--- config.mk ---
export PLATFORM = sky130hd
export DESIGN_NAME = scos_word_cell
export DESIGN_NICKNAME = d
export VERILOG_FILES = /design/src/hw/rtl/scos_word_cell.sv
export SDC_FILE = /design/constraint.sdc
export NUM_CORES = 1
export LEC_CHECK = 0
export ABC_AREA = 1
export BUFFER_PORTS_ARGS = -buffer_cell sky130_fd_sc_hd__buf_2
export CAP_MARGIN = 20
export CORE_MARGIN = 1
export CORE_UTILIZATION = 44
export DETAILED_ROUTE_END_ITERATION = 12
export HOLD_SLACK_MARGIN = 0.08
export PLACE_DENSITY = 0.94
export REMOVE_ABC_BUFFERS = 1
export SLEW_MARGIN = 30
export SYNTH_ARGS = -nofsm -noshare
export SYNTH_HDL_FRONTEND = slang
export SYNTH_SLANG_ARGS = --single-unit
--- constraint.sdc ---
create_clock -name clk -period 2.1 [get_ports clk]
set_input_delay 0.63 -clock clk [delete_from_list [all_inputs] [get_ports clk]]
set_output_delay 0.63 -clock clk [all_outputs]
set_load 0.02 [all_outputs]
--- src/hw/rtl/scos_word_cell.sv ---
// one occupancy bitmap word in the rotating bitmap ring
module scos_word_cell #(
  parameter int WORD_BITS = 16
) (
  input  logic                 clk,
  input  logic                 rst_n,
  input  logic                 shift_en,
  input  logic [WORD_BITS-1:0] d_in,
  input  logic                 load_en,
  input  logic [WORD_BITS-1:0] load_d,
  output logic [WORD_BITS-1:0] q
);
  logic [WORD_BITS-1:0] word_r;

  always_ff @(posedge clk) begin
    if (!rst_n) begin
      word_r <= '0;
    end else if (load_en) begin
      word_r <= load_d;
    end else if (shift_en) begin
      word_r <= d_in;
    end
  end

  assign q = word_r;
endmodule

==> metrics.yaml <==
viasPerCell: 4.66
vias: 900
synth_area_leaders: "dfxtp_1, nand2_1, nand3_1"
finalClockSkew_ns: 0
first_pass_iters: 4
synth_common_cells: "nand2_1, nand3_1, dfxtp_1, inv_1, buf_6"
path_class: "register to output pin"
gp_congestion: 0.614
core_um2: 1730
p_leak_nw: 0.672
period_share_pct: 67.8
root_buffer: "clkbuf_4"
outcome: "complete, no violations"
cts_resized: 0
cts_buffer_depth: 2
endpoint_kind: "output pin"
slowest_stage: "dfxtp_1"
die_h_um: 44.8
intPower_mw: 0.450
ys_dominant_reg_cell: "dfxtp_1"
diodes: 0
maxCapViolCount: 0
drt_wl_total_um: 1850
p_clk_share_pct: 24.2
synth_top_cell_area_share_pct: 39.7
drv_slew: 0
cts_tree: "built"
synthMuxAreaShare_pct: 0
track_usage_pct: 18.7
drtIter0Drc: 15
yosysTopAreaCell: "dfxtp_1"
cp_max_fo: 2
drc: 0
path_clk_slew_ns: 0.09
numCtsBuffers: 3
synth_top_family_by_area: "simple AND/OR/NAND/NOR gates"
avgSynthCellArea_um2: 6.61
fin_crit_ns: 1.42
clkLatencyLatePin_ns: 0.27
layout-drive-gt1-share_pct: 33.9
tightest_slew_ns: 0.388
synthAdderAreaFrac_pct: 0
final_nets: 206
fmax_mhz: 702
synth.yosys.seq_area_share_pct: 39.7
die_w_um: 44.8
power_frac_seq_pct: 52.3
rows: 15
ys_ff_latch: 16
grt_antenna_before_repair: 0
synth_area_um2: 807
portBuffers: 51
finalHoldViolCount: 0
design_area_um2: 1050
cts.sinks: 16
synth_xor_area_share_pct: 0
r2r_setup_slack_ns: 1.44
synth_edf_count: 0
post_dp_cell_area_um2: 1030
io_pins: 52
ctsHtreeMaxLevel: 1
hpwlAfterDp_um: 1370
synth_warnings: 0
grt_max_degree: 19
yosysMostFrequentCell: "nand2_1"
switching_power_mw: 0.185
cp_num_buf_inv: 1
grt-ovfl-total: 0
start_util_pct: 46.7
largest_register_ffs: 16
syn_inst: 122
p_sw_share_pct: 29.1
relSlewSlack_pct: 74.1
synth-async-reset-ratio_pct: 0
synth-compound-area-share_pct: 0
p_per_area_nw_per_um2: 603
grt_pass1_vias: 708
irDropWorstVdd_mv: 0.293
grt_setup_unrepaired: "no"
area_growth_pct: 30.5
layout.filler_cells: 162
dieArea_um2: 2010
p_comb_share_pct: 23.5
cts_setup_buffers: 0
cp_top_family: "flip-flops"
ctsHoldBuffers: 0
ant_nets: 0
setup_tns_ns: 0
cp-start-kind: "register"
cpPeakStageDelay_ns: 0.34
wire_per_inst_um: 9.60
hp-class: "register to register"
grt_pass1_wl_um: 2820
path_cells: "buf_2"
critPathRequiredTime_ns: 1.47
ys_types: 10
critPathArrivalTime_ns: 0.79
setup_viol_count_final: 0
synthSimpleGateAreaFrac_pct: 44.7
## metal layers
metal,wire length (µm),track usage [%]
met1,833,21.8
met4,28,7.27
met2,863,33.8
met5,0,0
met3,128,3.20
## logic make-up (layout without fill, tap and decap cells)
group / Yosys count / count (layout)
and+or+nand+nor: 81 / 81
DFF: 16 / 16
buffers and inverters: 25 / 71
## per-stage QoR
stage / hold WS (ns) / setup WS [ns] / total power [mW] / util [%] / cells
2_1_floorplan: 0.614 / 1.02 / 0.415 / - / 114
3_3_place_gp: 0.513 / 0.553 / 0.484 / 59.7 / 190
3_5_place_dp: 0.520 / 0.492 / 0.489 / 59.7 / 190
4_1_cts: 0.542 / 0.675 / 0.640 / 61.0 / 193
5_1_grt: 0.575 / 0.634 / 0.667 / 61.0 / 193
6_report: 0.541 / 0.676 / 0.635 / 61.0 / 193
## area by class of cell
type	instances	area [µm²]	area share, %
multi-input combinational	81	360	34.2
sequential	16	320	30.4
timing repair buffer	51	255	24.2
clock buffer	3	22.5	2.14
inverter	17	63.8	6.06
tap	25	31.3	2.97
## power by group through the flow
| stage | combinational, mW | sequential [mW] | clock [mW] |
|---|---|---|---|
| floorplan | 0.0499 | 0.365 | 0 |
| global placement | 0.146 | 0.338 | 0 |
| detailed placement | 0.149 | 0.339 | 0 |
| CTS | 0.150 | 0.332 | 0.157 |
| global route | 0.166 | 0.335 | 0.167 |
| finish | 0.149 | 0.332 | 0.154 |
## path summary, 6_finish.rpt
check / from / end / cells after the start
worst max-delay path: q[7]$_SDFFE_PN0P_ / q[7] / 1
worst min-delay path: q[5]$_SDFFE_PN0P_ / q[5]$_SDFFE_PN0P_ / 4
worst max register to register: q[7]$_SDFFE_PN0P_ / q[7]$_SDFFE_PN0P_ / 4
worst min register to register: q[5]$_SDFFE_PN0P_ / q[5]$_SDFFE_PN0P_ / 4
## placed cells by master (no fill, tap or decap)
| cell | count |
|---|---|
| inv_1 | 15 |
| nor2_8 | 1 |
| clkbuf_4 | 3 |
| nand2_1 | 48 |
| nand3_1 | 32 |
| dfxtp_1 | 16 |
| inv_2 | 2 |
| buf_2 | 51 |
Power figures use the tool's default switching activity.
